### src/sv/elf_stream_loader_assert.svh
// Assertion macros for the ELF stream loader.
`ifndef ELF_STREAM_LOADER_ASSERT_SVH
`define ELF_STREAM_LOADER_ASSERT_SVH
`ifndef SYNTH
`define ESL_ASSERT(label, prop, msg) \
   label: assert property (@(posedge clock) disable iff (reset) prop) else $error(msg);
`define ESL_ASSERT_ALWAYS(label, prop, msg) \
   label: assert property (@(posedge clock) prop) else $error(msg);
`else
`define ESL_ASSERT(label, prop, msg)
`define ESL_ASSERT_ALWAYS(label, prop, msg)
`endif
`endif

### src/sv/esl_pkg.sv
// Shared types and constants of the ELF stream loader.
package esl_pkg;
   localparam logic [31:0] ELF_MAGIC = 32'h464C457F;
   localparam int unsigned EHDR_BYTES = 52;
   localparam int unsigned PHDR_REC_BYTES = 32;
   localparam logic [31:0] PT_LOAD = 32'd1;
   localparam int unsigned RD_ADDR_W = 10;

   // Program header field offsets inside one record.
   localparam logic [4:0] OFF_TYPE = 5'd0;
   localparam logic [4:0] OFF_OFFSET = 5'd4;
   localparam logic [4:0] OFF_PADDR = 5'd12;
   localparam logic [4:0] OFF_FILESZ = 5'd16;
   localparam logic [4:0] OFF_MEMSZ = 5'd20;

   typedef struct packed {
      logic                 start;
      logic [RD_ADDR_W-1:0] addr;
   } rd_req_type;

   typedef struct packed {
      logic        done;
      logic [31:0] data;
   } rd_rsp_type;
endpackage

### src/sv/elf_stream_loader.sv
// ELF32 stream loader: consumes an image byte by byte and issues memory writes.
// Usage: the req channel carries one item per transfer. req_tuser is the kind
// (0 = received byte, 1 = tick) and req_tdata[7:0] the byte. Every accepted item
// yields exactly one rsp transfer holding a write (byte write while loading, a
// zero word during fill) or nothing, plus the done flag with bad_magic and the
// entry point. A plain byte passes through the execute and result states before
// its response transfer. The byte that ends the program headers (if the magic
// matches), or a copied byte that ends a segment, also scans the stored program
// headers through the shared word reader: a loadable record needs five word
// reads (type, file size, offset, address, memory size). A tick in the fill
// phase loads the next zero region as needed and emits one zero word or, when
// none is left, the done result.
// The block takes one item at a time: req_tready is high only while it is idle
// and the response register is empty, so a stalled receiver holds off input.
// Reset returns the loader to the file header phase and empties the response.
// After done, every further item answers with the same done result.
module elf_stream_loader #(
   parameter int PH_STORE_BYTES = 128,
   parameter int ZERO_SLOTS = 8
) (
   input  logic         clock,
   input  logic         reset,
   input  logic         req_tvalid,
   output logic         req_tready,
   input  logic [7:0]   req_tdata,   // [7:0] rx_byte
   input  logic         req_tuser,   // [0] func
   output logic         rsp_tvalid,
   input  logic         rsp_tready,
   output logic [103:0] rsp_tdata,   // [0] wr_valid, [32:1] wr_addr, [64:33] wr_data,
                                     // [65] done_res, [66] bad_magic, [98:67] entry_point
   output logic         rsp_tuser    // [0] wr_is_word
);
   `include "elf_stream_loader_assert.svh"

   localparam int AW = $clog2(PH_STORE_BYTES);
   localparam int NREC = PH_STORE_BYTES / 32;
   localparam int IW = $clog2(NREC + 1);
   localparam int ZCW = $clog2(ZERO_SLOTS + 1);
   localparam int ZIW = (ZERO_SLOTS > 1) ? $clog2(ZERO_SLOTS) : 1;

   typedef enum logic [2:0] {
      PH_HDR, PH_PROG, PH_LOAD, PH_ZERO, PH_DONE
   } phase_type;

   typedef enum logic [3:0] {
      S_IDLE, S_EXEC, S_HDR_MUL, S_HDR_CHK, S_FINISH, S_NEXT, S_RD_TYPE,
      S_RD_FSZ, S_RD_OFF, S_RD_PADDR, S_RD_MSZ, S_ZFETCH, S_ZEMIT, S_RESULT
   } state_type;

   state_type   state_ff;
   phase_type   phase_ff;
   logic        func_ff;
   logic [7:0]  byte_ff;
   logic [31:0] pos_ff;
   logic [31:0] magic_ff;
   logic [31:0] entry_ff;
   logic [15:0] pes_ff;
   logic [15:0] pcnt_ff;
   logic [31:0] total_ff;
   logic [IW-1:0] idx_ff;
   logic [IW-1:0] rec_ff;
   logic [31:0] skip_ff;
   logic [31:0] copy_ff;
   logic [31:0] dest_ff;
   logic [31:0] fsz_ff;
   logic [31:0] paddr_ff;
   logic [31:0] pend_addr_ff;
   logic [29:0] pend_words_ff;
   logic [31:0] zaddr_ff [ZERO_SLOTS];
   logic [29:0] zwords_ff [ZERO_SLOTS];
   logic [ZCW-1:0] zrc_ff;
   logic [ZCW-1:0] zri_ff;
   logic [31:0] zleft_ff;
   logic        bad_ff;
   logic        wv_ff, ww_ff;
   logic [31:0] wa_ff, wd_ff;
   logic        rsp_valid_ff;
   logic        out_wv_ff, out_ww_ff, out_done_ff, out_bad_ff;
   logic [31:0] out_wa_ff, out_wd_ff, out_entry_ff;
   esl_pkg::rd_req_type rd_req_ff;
   esl_pkg::rd_rsp_type rd_rsp;

   logic          req_fire;
   logic [31:0]   prog_idx;
   logic          st_wr_en;
   logic [AW-1:0] rec_base;
   logic [31:0]   mem_diff;

   assign req_tready = (state_ff == S_IDLE) && !rsp_valid_ff;
   assign req_fire = req_tvalid && req_tready;
   assign prog_idx = pos_ff - 32'(esl_pkg::EHDR_BYTES);
   assign st_wr_en = (state_ff == S_EXEC) && !func_ff && (phase_ff == PH_PROG) &&
                     (prog_idx < 32'(PH_STORE_BYTES));
   assign rec_base = AW'({rec_ff, 5'd0});
   assign mem_diff = rd_rsp.data - fsz_ff;

   esl_word_reader #(
      .PH_STORE_BYTES(PH_STORE_BYTES)
   ) u_reader (
      .clock  (clock),
      .reset  (reset),
      .wr_en  (st_wr_en),
      .wr_idx (prog_idx[AW-1:0]),
      .wr_byte(byte_ff),
      .rd_req (rd_req_ff),
      .rd_rsp (rd_rsp)
   );

   always_ff @(posedge clock) begin
      if (reset) begin
         state_ff <= S_IDLE;
         phase_ff <= PH_HDR;
         pos_ff <= 32'd0;
         idx_ff <= '0;
         skip_ff <= 32'd0;
         copy_ff <= 32'd0;
         dest_ff <= 32'd0;
         zrc_ff <= '0;
         zri_ff <= '0;
         zleft_ff <= 32'd0;
         bad_ff <= 1'b0;
         rsp_valid_ff <= 1'b0;
         rd_req_ff <= '0;
      end else begin
         rd_req_ff.start <= 1'b0;
         if (rsp_valid_ff && rsp_tready) begin
            rsp_valid_ff <= 1'b0;
         end
         unique case (state_ff)
            S_IDLE: begin
               if (req_fire) begin
                  func_ff <= req_tuser;
                  byte_ff <= req_tdata;
                  wv_ff <= 1'b0;
                  ww_ff <= 1'b0;
                  wa_ff <= 32'd0;
                  wd_ff <= 32'd0;
                  state_ff <= S_EXEC;
               end
            end
            S_EXEC: begin
               state_ff <= S_RESULT;
               if (!func_ff) begin
                  case (phase_ff)
                     PH_HDR: begin
                        if (pos_ff < 32'd4) begin
                           magic_ff[{pos_ff[1:0], 3'b000} +: 8] <= byte_ff;
                        end else if (pos_ff >= 32'd24 && pos_ff < 32'd28) begin
                           entry_ff[{pos_ff[1:0], 3'b000} +: 8] <= byte_ff;
                        end else if (pos_ff == 32'd42) begin
                           pes_ff[7:0] <= byte_ff;
                        end else if (pos_ff == 32'd43) begin
                           pes_ff[15:8] <= byte_ff;
                        end else if (pos_ff == 32'd44) begin
                           pcnt_ff[7:0] <= byte_ff;
                        end else if (pos_ff == 32'd45) begin
                           pcnt_ff[15:8] <= byte_ff;
                        end
                        pos_ff <= pos_ff + 32'd1;
                        if (pos_ff == 32'(esl_pkg::EHDR_BYTES - 1)) begin
                           state_ff <= S_HDR_MUL;
                        end
                     end
                     PH_PROG: begin
                        pos_ff <= pos_ff + 32'd1;
                        if (pos_ff - 32'(esl_pkg::EHDR_BYTES - 1) == total_ff) begin
                           state_ff <= S_FINISH;
                        end
                     end
                     PH_LOAD: begin
                        pos_ff <= pos_ff + 32'd1;
                        if (skip_ff != 32'd0) begin
                           skip_ff <= skip_ff - 32'd1;
                        end else begin
                           wv_ff <= 1'b1;
                           wa_ff <= dest_ff;
                           wd_ff <= {24'd0, byte_ff};
                           dest_ff <= dest_ff + 32'd1;
                           copy_ff <= copy_ff - 32'd1;
                           if (copy_ff == 32'd1) begin
                              // Segment complete: record its zero-fill region.
                              zaddr_ff[zrc_ff[ZIW-1:0]] <= pend_addr_ff;
                              zwords_ff[zrc_ff[ZIW-1:0]] <= pend_words_ff;
                              zrc_ff <= zrc_ff + ZCW'(1);
                              state_ff <= S_NEXT;
                           end
                        end
                     end
                     default: begin
                     end
                  endcase
               end else if (phase_ff == PH_ZERO) begin
                  state_ff <= S_ZFETCH;
               end
            end
            S_HDR_MUL: begin
               total_ff <= {16'd0, pes_ff} * {16'd0, pcnt_ff};
               state_ff <= S_HDR_CHK;
            end
            S_HDR_CHK: begin
               if (total_ff == 32'd0) begin
                  state_ff <= S_FINISH;
               end else begin
                  phase_ff <= PH_PROG;
                  state_ff <= S_RESULT;
               end
            end
            S_FINISH: begin
               if (magic_ff != esl_pkg::ELF_MAGIC) begin
                  bad_ff <= 1'b1;
                  phase_ff <= PH_DONE;
                  state_ff <= S_RESULT;
               end else begin
                  idx_ff <= '0;
                  zrc_ff <= '0;
                  state_ff <= S_NEXT;
               end
            end
            S_NEXT: begin
               if ({{(16 - IW){1'b0}}, idx_ff} < pcnt_ff && idx_ff < IW'(NREC) &&
                   zrc_ff < ZCW'(ZERO_SLOTS)) begin
                  rec_ff <= idx_ff;
                  idx_ff <= idx_ff + IW'(1);
                  rd_req_ff.start <= 1'b1;
                  rd_req_ff.addr <= esl_pkg::RD_ADDR_W'(AW'({idx_ff, 5'd0}));
                  state_ff <= S_RD_TYPE;
               end else begin
                  phase_ff <= PH_ZERO;
                  zri_ff <= '0;
                  zleft_ff <= 32'd0;
                  state_ff <= S_RESULT;
               end
            end
            S_RD_TYPE: begin
               if (rd_rsp.done) begin
                  if (rd_rsp.data == esl_pkg::PT_LOAD) begin
                     rd_req_ff.start <= 1'b1;
                     rd_req_ff.addr <= esl_pkg::RD_ADDR_W'(rec_base + AW'(esl_pkg::OFF_FILESZ));
                     state_ff <= S_RD_FSZ;
                  end else begin
                     state_ff <= S_NEXT;
                  end
               end
            end
            S_RD_FSZ: begin
               if (rd_rsp.done) begin
                  if (rd_rsp.data != 32'd0) begin
                     fsz_ff <= rd_rsp.data;
                     copy_ff <= rd_rsp.data;
                     rd_req_ff.start <= 1'b1;
                     rd_req_ff.addr <= esl_pkg::RD_ADDR_W'(rec_base + AW'(esl_pkg::OFF_OFFSET));
                     state_ff <= S_RD_OFF;
                  end else begin
                     state_ff <= S_NEXT;
                  end
               end
            end
            S_RD_OFF: begin
               if (rd_rsp.done) begin
                  skip_ff <= rd_rsp.data - pos_ff;
                  rd_req_ff.start <= 1'b1;
                  rd_req_ff.addr <= esl_pkg::RD_ADDR_W'(rec_base + AW'(esl_pkg::OFF_PADDR));
                  state_ff <= S_RD_PADDR;
               end
            end
            S_RD_PADDR: begin
               if (rd_rsp.done) begin
                  dest_ff <= rd_rsp.data;
                  paddr_ff <= rd_rsp.data;
                  rd_req_ff.start <= 1'b1;
                  rd_req_ff.addr <= esl_pkg::RD_ADDR_W'(rec_base + AW'(esl_pkg::OFF_MEMSZ));
                  state_ff <= S_RD_MSZ;
               end
            end
            S_RD_MSZ: begin
               if (rd_rsp.done) begin
                  // The word count is the signed size difference over four, if positive.
                  pend_addr_ff <= paddr_ff + fsz_ff;
                  pend_words_ff <= (mem_diff != 32'd0 && !mem_diff[31]) ?
                                   mem_diff[31:2] : 30'd0;
                  phase_ff <= PH_LOAD;
                  state_ff <= S_RESULT;
               end
            end
            S_ZFETCH: begin
               if (zleft_ff == 32'd0 && zri_ff < zrc_ff) begin
                  dest_ff <= zaddr_ff[zri_ff[ZIW-1:0]];
                  zleft_ff <= {2'd0, zwords_ff[zri_ff[ZIW-1:0]]};
                  zri_ff <= zri_ff + ZCW'(1);
               end else begin
                  state_ff <= S_ZEMIT;
               end
            end
            S_ZEMIT: begin
               if (zleft_ff != 32'd0) begin
                  wv_ff <= 1'b1;
                  ww_ff <= 1'b1;
                  wa_ff <= dest_ff;
                  dest_ff <= dest_ff + 32'd4;
                  zleft_ff <= zleft_ff - 32'd1;
               end else begin
                  phase_ff <= PH_DONE;
               end
               state_ff <= S_RESULT;
            end
            S_RESULT: begin
               out_wv_ff <= wv_ff;
               out_ww_ff <= ww_ff;
               out_wa_ff <= wa_ff;
               out_wd_ff <= wd_ff;
               out_done_ff <= (phase_ff == PH_DONE) && !wv_ff;
               out_bad_ff <= (phase_ff == PH_DONE) && !wv_ff && bad_ff;
               out_entry_ff <= ((phase_ff == PH_DONE) && !wv_ff && !bad_ff) ?
                               entry_ff : 32'd0;
               rsp_valid_ff <= 1'b1;
               state_ff <= S_IDLE;
            end
            default: begin
               state_ff <= S_IDLE;
            end
         endcase
      end
   end

   assign rsp_tvalid = rsp_valid_ff;
   assign rsp_tdata = {5'd0, out_entry_ff, out_bad_ff, out_done_ff,
                       out_wd_ff, out_wa_ff, out_wv_ff};
   assign rsp_tuser = out_ww_ff;

   `ESL_ASSERT(a_one_in_flight, req_tvalid && req_tready |-> !rsp_tvalid,
               "input transfer taken while a response is pending")
   `ESL_ASSERT(a_done_no_write, rsp_tvalid && rsp_tdata[65] |-> !rsp_tdata[0],
               "done response carries a write")
   `ESL_ASSERT(a_word_is_write, rsp_tvalid && rsp_tuser |-> rsp_tdata[0],
               "word write flag without a write")
   `ESL_ASSERT_ALWAYS(a_reset_empty, reset |=> !rsp_tvalid,
                      "response pending right after reset")
endmodule

### src/sv/esl_word_reader.sv
// Program header byte store with a little-endian word reader.
module esl_word_reader #(
   parameter int PH_STORE_BYTES = 128
) (
   input  logic                     clock,
   input  logic                     reset,
   input  logic                     wr_en,
   input  logic [$clog2(PH_STORE_BYTES)-1:0] wr_idx,
   input  logic [7:0]               wr_byte,
   input  esl_pkg::rd_req_type      rd_req,
   output esl_pkg::rd_rsp_type      rd_rsp
);
   localparam int AW = $clog2(PH_STORE_BYTES);

   logic [7:0]    mem [PH_STORE_BYTES];
   logic [7:0]    rd_q_ff;
   logic [AW-1:0] base_ff;
   logic [2:0]    step_ff;
   logic          busy_ff;
   logic          done_ff;
   logic [31:0]   data_ff;
   logic [AW-1:0] rd_addr;

   assign rd_addr = base_ff + AW'(step_ff[1:0]);

   always_ff @(posedge clock) begin
      if (wr_en) begin
         mem[wr_idx] <= wr_byte;
      end
      rd_q_ff <= mem[rd_addr];
   end

   // One byte is fetched per cycle; the registered byte shifts into the word in the cycle after.
   always_ff @(posedge clock) begin
      if (reset) begin
         busy_ff <= 1'b0;
         done_ff <= 1'b0;
         step_ff <= 3'd0;
      end else begin
         done_ff <= 1'b0;
         if (rd_req.start) begin
            busy_ff <= 1'b1;
            step_ff <= 3'd0;
            base_ff <= AW'(rd_req.addr);
         end else if (busy_ff) begin
            if (step_ff != 3'd0) begin
               data_ff <= {rd_q_ff, data_ff[31:8]};
            end
            if (step_ff == 3'd4) begin
               busy_ff <= 1'b0;
               done_ff <= 1'b1;
            end
            step_ff <= step_ff + 3'd1;
         end
      end
   end

   assign rd_rsp.done = done_ff;
   assign rd_rsp.data = data_ff;
endmodule
### config.mk
export PLATFORM = sky130hd
export DESIGN_NAME = elf_stream_loader
export DESIGN_NICKNAME = d
export VERILOG_FILES = /design/src/sv/esl_pkg.sv /design/src/sv/elf_stream_loader.sv /design/src/sv/esl_word_reader.sv
export VERILOG_INCLUDE_DIRS = /design/src /design/src/sv
export SDC_FILE = /design/constraint.sdc
export NUM_CORES = 2
export LEC_CHECK = 0
export BUFFER_PORTS_ARGS = -buffer_cell sky130_fd_sc_hd__clkbuf_2
export CAP_MARGIN = 20
export CORE_MARGIN = 2
export CORE_UTILIZATION = 60
export DETAILED_ROUTE_END_ITERATION = 8
export PLACE_DENSITY = 0.83
export SETUP_SLACK_MARGIN = 0.15
export SLEW_MARGIN = 20
export SYNTH_ARGS = -nofsm -noshare
export SYNTH_HDL_FRONTEND = slang
export SYNTH_SLANG_ARGS = --single-unit
### constraint.sdc
create_clock -name clock -period 9.1 [get_ports clock]
set_input_delay 0.455 -clock clock [delete_from_list [all_inputs] [get_ports clock]]
set_output_delay 0.455 -clock clock [all_outputs]
set_load 0.05 [all_outputs]
## Yosys cells after proc, flatten, opt, wreduce, memory -nomap -nowiden

Memories as Yosys holds them, arrays and structs flattened. A register that Yosys moved wholly into a read port is not among the register bits.
Index checks and enable logic that the tools add are counted.

| operators by class | value |
|---|---|
| add/sub/neg operators | 21 |
| $mul | 1 |
| div/mod/pow operators | 0 |
| $lt $le $gt $ge | 8 |
| equal/unequal tests | 49 |
| shifts and indexed selects | 2 |
| multiplexer cells | 106 |
| bitwise operators | 9 |
| reduce and logical (&&, ||, !) cells | 74 |

Operators by type and width:

| cell | count |
|---|---|
| 32-bit two-way mux | 26 |
| 32-bit case mux with 2 select lines | 3 |
| 32-bit case mux with 3 select lines | 2 |
| 32-bit by 6-bit equality test with 1-bit output (second input constant) | 5 |
| 32-bit case mux with 4 select lines | 1 |
| 32-bit nonzero test | 4 |
| 32-bit by 1-bit subtractor with 32-bit output (second input constant) | 3 |
| 4-bit two-way mux | 23 |
| 11-bit two-way mux | 7 |
| 32-bit by 1-bit adder with 32-bit output (second input constant) | 2 |
| 32-bit bitwise mux | 2 |
| 32-bit by 1-bit equality test with 1-bit output (second input constant) | 2 |
| 32-bit logical NOT | 2 |
| 32-bit subtractor | 2 |
| 32-bit by 6-bit subtractor with 32-bit output (second input constant) | 2 |
| 11-bit case mux with 5 select lines | 1 |
| 4-bit case mux with 13 select lines | 1 |
| 3-bit two-way mux | 12 |
| 32-bit by 3-bit adder with 32-bit output (second input constant) | 1 |
| 32-bit adder | 1 |
| 32-bit equality test | 1 |
| 32-bit by 5-bit >= comparator with 1-bit output (second input constant) | 1 |
| 32-bit by 3-bit less-than comparator with 1-bit output (second input constant) | 1 |
| 32-bit by 5-bit less-than comparator with 1-bit output (second input constant) | 1 |
| other kinds (53) | 164 |

| word-level totals | value |
|---|---|
| register bits after elaboration | 663 |
| bits in latches | 0 |
| RAM bits | 1520 |
| ROM bits | 0 |
| input bits | 13 |
| word-level logic and storage cells | 317 |
| memories | 3 |

Memory list:

| name | depth | width | rd ports | clocked after Yosys merged registers in | write ports | RTL line | source |
|---|---|---|---|---|---|---|---|
| u_reader.mem | 128 | 8 | 1 | 1 | 1 | esl_word_reader.sv:15 | `logic [7:0] mem [PH_STORE_BYTES];` |
| zaddr_ff | 8 | 32 | 1 | 1 | 1 | elf_stream_loader.sv:69 | `logic [31:0] zaddr_ff [ZERO_SLOTS];` |
| zwords_ff | 8 | 30 | 1 | 1 | 1 | elf_stream_loader.sv:70 | `logic [29:0] zwords_ff [ZERO_SLOTS];` |

## Depth between registers and ports, before layout

| depth | value |
|---|---|
| depth after elaboration | 8 |
| depth in mapped cells | 25 |
| gate-level depth less buffers | 23 |

## Cells and area by module

Synthesis repeated with hierarchy kept, for this count alone.

| unflattened totals | value |
|---|---|
| cell total of the unflattened synthesis | 6792 |
| area total of the unflattened synthesis | 99070.0 um^2 |

Modules (own cells, without submodules):

| module | instances | cells each | area each (um^2) | seq. area each (um^2) |
|---|---|---|---|---|
| elf_stream_loader | 1 | 4803 | 57313.7 | 30178.9 |
| esl_word_reader | 1 | 1989 | 41756.3 | 32180.9 |

## Worst setup path after synthesis

OpenSTA, ideal clock, no wires.

| path | value |
|---|---|
| path kind | register to register |
| start | register skip_ff[0] |
| end | memory zaddr_ff[0][0] (enable) |
| library setup time | 0.558 ns |
| arrival | 6.614 ns |
| required time | 8.542 ns |
| setup slack | 1.927 ns |
| stages on the path, launching flop included | 12 |
| path buffers | 1 |
| cells stage by stage | dfxtp_1 -> inv_1 -> ha_1 -> or4b_2 -> clkbuf_1 -> nor3_2 -> nand4_2 -> nor4_4 -> nand2_1 -> nor3_1 -> nand2b_1 -> nor3_1 |

| between the ends | value |
|---|---|
| cells in the longest elaborated chain, start to end | 7 |

RTL lines:

| item | RTL line | source |
|---|---|---|
| start, declared | elf_stream_loader.sv:62 | `logic [31:0] skip_ff;` |
| start signal, assigned | elf_stream_loader.sv:173 | `skip_ff <= skip_ff - 32'd1;` |
| start signal, assigned | elf_stream_loader.sv:260 | `skip_ff <= rd_rsp.data - pos_ff;` |
| 32-bit nonzero test | elf_stream_loader.sv:172 | `if (skip_ff != 32'd0) begin` |
| 1-bit two-way mux | elf_stream_loader.sv:172 |  |
| 1-bit two-way mux | elf_stream_loader.sv:144 | `case (phase_ff)` |
| 1-bit two-way mux | elf_stream_loader.sv:143 | `if (!func_ff) begin` |
| 1-bit two-way mux | elf_stream_loader.sv:129 | `unique case (state_ff)` |
| 1-bit two-way mux | elf_stream_loader.sv:110 | `if (reset) begin` |
| 1-bit two-way mux (implied by the code) | elf_stream_loader.sv:182 | `zaddr_ff[zrc_ff[ZIW-1:0]] <= pend_addr_ff;` |
| end, declared | elf_stream_loader.sv:69 |  |

Every way passes these cells.

## Final worst setup path

| path | value |
|---|---|
| start | register pes_ff[10] |
| end | register total_ff[30] (data pin) |

| between the ends | value |
|---|---|
| cells in the longest elaborated chain, start to end | 1 |

RTL lines:

| item | RTL line | source |
|---|---|---|
| start, declared | elf_stream_loader.sv:57 | `logic [15:0] pes_ff;` |
| start signal, assigned | elf_stream_loader.sv:153 | `pes_ff[15:8] <= byte_ff;` |
| 16-bit by 16-bit multiplier with 32-bit output | elf_stream_loader.sv:197 | `total_ff <= {16'd0, pes_ff} * {16'd0, pcnt_ff};` |
| end signal, assigned | elf_stream_loader.sv:197 |  |
| end, declared | elf_stream_loader.sv:59 | `logic [31:0] total_ff;` |

Every way passes these cells.
A chain may end at the register's enable or synchronous reset.

==> qor.yml <==
outcome: "finished, violations left"
violations: "DRC"
dr.pass1.iters: 9
synthArstFlopShare: 0
holdCritPathClass: "primary input to flop"
regMostFlops: "u_reader.mem"
drv_slew: 0
r2r_end: "total_ff[30]"
critical_path.slowest_cell: "edfxtp_1"
synth.distinct_cells: 89
ant_nets: 0
rrSetupSlack_ps: 2020
synth_edf_count: 1940
h-tree-depth: 4
numCtsBuffers: 200
min_to: "ww_ff"
arrival_ps: 7660
crit_chain: "nand2_1, fa_1, fa_1, fa_1, fa_1, inv_1, fa_1, inv_1, fa_1, inv_1, ha_1, a21oi_1, o21ai_0, nand2b_1, o211ai_1, a21oi_1, o41ai_1, a2111oi_0, o21bai_1, a21oi_1, xnor2_1"
dp_hpwl_um: 158000
synth_top_family_by_area: "multiplexers"
synthSimpleGateAreaFrac: 0.0821
die_h_um: 409
cts_tree: "done"
finalCritPeriodShare: 0.778
r2r_cells: 21
antenna_found_initial: 13
fin_cells: 8988
max_slew.worst_pin.slew_ps: 1230
layout_common_cells: "edfxtp_1 (1940), nor2_1 (490), mux4_2 (460), nand2_1 (395), inv_1 (354)"
period_needed_ps: 7080
port-buffer-count: 90
p_leak_nw: 36.0
fin_skew_ps: 41.9
die_w_um: 409
maxClockFrequency_mhz: 141
clkTransAtPathRegs_ps: 70
initial_core_util: 0.604
vias: 60300
cts_buffer_depth: 3
path_class: "flop to flop"
max_cap_violations: 0
vias_per_cell: 6.71
grt_use_total: 0.310
nNetsFinal: 7074
hold_path_depth: 5
ys.flop_type: "edfxtp_1"
final_common_cell: "edfxtp_1"
die-area_um2: 167000
dp_cells: 8600
post_cts_buffers: 0
wl_um: 260000
powerDensity_nw_per_um2: 203
setup_violations: 0
grt_overflow: 0
worst_setup_path_start_kind: "flop"
finalHoldViolCount: 0
yosys_warnings: 0
rsz0062_at_grt: "no"
io_pins: 120
muxShareOfSynthArea: 0.113
gp_congestion: 0.961
final_core_util: 0.662
clk-insertion-delay-late_ps: 850
slowest_delay_ps: 790
fin_setup_tns_ps: 0
largest_register_ffs: 1024
avgRoutedWirePerCell_um: 29.0
synth_compound_area_frac: 0.0560
cp-end-kind: "flop"
rows: 148
required_ps: 9680
path_common_cell: "fa_1"
grt_pass1_wl_um: 388000
drt_iter0_markers: 8592
grt_max_degree: 155
syn_area_per_cell_um2: 15.0
synth-adder-area-share: 0.0684
synthCells: 6553
path_max_fanout: 16
ys_ff_latch: 2142
synthesis.area_um2: 98500
synthToLayoutAreaGrowth_pct: 9.63
cts.sinks: 2142
ctsRootBufferMaster: "clkbuf_16"
core_um2: 163000
max-slew-margin-rel: 0.174
ys_seq_area_frac: 0.633
peakVddDrop_uv: 233
r2r_start: "pes_ff[10]"
grt_pass1_vias: 60000
synthXorXnorAreaFrac: 0.0185
min-delay-start: "req_tvalid"
drive_above_1_share: 0.152
drc: 2
[worst max path at each step]
stage	to	slack (ps)	startpoint	depth (start not counted)
2_1_floorplan	zaddr_ff[0][0]	1930	skip_ff[0]	11
3_3_place_gp	total_ff[30]	2330	pcnt_ff[7]	23
3_5_place_dp	total_ff[30]	2150	pes_ff[10]	21
4_1_cts	total_ff[30]	2110	pes_ff[10]	21
5_1_grt	total_ff[30]	1620	pcnt_ff[7]	23
6_report	total_ff[30]	2020	pes_ff[10]	21
[layer usage]
layer	share of wire	track usage	up-vias
met5	0.00037	0	-
met4	0.060	0.156	14
met3	0.099	0.0541	928
met2	0.48	0.500	4210
met1	0.36	0.412	30200
li1	-	-	25000
[critical path: cells and delay by family (launching register included)]
kind	cells	cell delay, ps
AOI/OAI and AO/OA	8	2020
xor gates and xnor gates	1	130
adders and majority gates	7	3480
buffers and inverters	3	140
DFF	1	790
and+or+nand+nor	2	280
[per-stage QoR]
stage / hold WS [ps] / area [um^2] / power [mW] / setup slack [ps]
CTS: 166 / 108000 / 21.8 / 2110
finish: 189 / 108000 / 21.9 / 2020
global placement: 388 / 101000 / 13.4 / 2330
detailed placement: 393 / 101000 / 13.6 / 2150
floorplan: 386 / 98600 / 12.9 / 1930
global route: 252 / 108000 / 22.5 / 1620
[cells in the mapped netlist (10+ instances only)]
cell type / count / share of area
edfxtp_1: 1940 / 0.59
nor2_1: 501 / 0.019
mux4_2: 460 / 0.11
nand2_1: 396 / 0.015
inv_1: 354 / 0.013
a21oi_1: 271 / 0.014
o21ai_0: 251 / 0.013
and2_1: 236 / 0.015
clkbuf_1: 232 / 0.0088
ha_1: 223 / 0.028
dfxtp_1: 202 / 0.041
fa_1: 197 / 0.040
xnor2_1: 151 / 0.013
nor3_1: 102 / 0.0052
nand3_1: 85 / 0.0043
nor4_1: 69 / 0.0044
mux2i_1: 61 / 0.0062
xor2_1: 57 / 0.0051
buf_1: 54 / 0.0021
a21o_1: 47 / 0.0036
nand4_1: 44 / 0.0028
a22oi_1: 43 / 0.0033
or3_1: 36 / 0.0023
a211oi_1: 33 / 0.0025
and3_1: 33 / 0.0021
buf_4: 33 / 0.0025
nand2b_1: 31 / 0.0020
nor2b_1: 30 / 0.0019
a31oi_1: 27 / 0.0017
o21a_1: 26 / 0.0020
o22ai_1: 26 / 0.0017
o211ai_1: 19 / 0.0014
mux2_2: 18 / 0.0021
o31ai_1: 18 / 0.0014
o21bai_1: 15 / 0.0011
or4_1: 15 / 0.0011
a221oi_1: 14 / 0.0012
buf_2: 14 / 0.00071
o32ai_1: 14 / 0.0012
nor4b_1: 11 / 0.00098
a21boi_0: 10 / 0.00076
buf_6: 10 / 0.0011
[what timing repair did]
| action | 4_1_cts | 5_1_grt |
|---|---|---|
| hold buffers | 11 | 0 |
| hold endpoints to repair | 27 | 0 |
| gates resized for setup | 0 | 0 |
[area by class of cell]
type                            instances  area [um^2]
Antenna cell                            4         10.0
Clock buffer                          263         5370
Clock inverter                        107         1130
Fill cell                           10400        55000
Inverter                              357         1340
Multi-Input combinational cell       3740        33600
Sequential cell                      2142        62300
Tap cell                             2175         2720
Timing Repair Buffer                  200         1410
[report_power, final]
part | leakage, nW | switching, mW | internal [mW]
Combinational | 13.6 | 1.67 | 0.711
Sequential | 19.2 | 0.177 | 10.9
Clock | 3.14 | 3.77 | 4.66
[cell families after synthesis]
| family | count (synthesis) |
|---|---|
| xor gates and xnor gates | 208 |
| buffers and inverters | 700 |
| adders and majority gates | 420 |
| other | 1 |
| DFF | 2142 |
| and+or+nand+nor | 1650 |
| muxes | 539 |
| AOI/OAI and AO/OA | 893 |
Power figures use the tool's default switching activity.
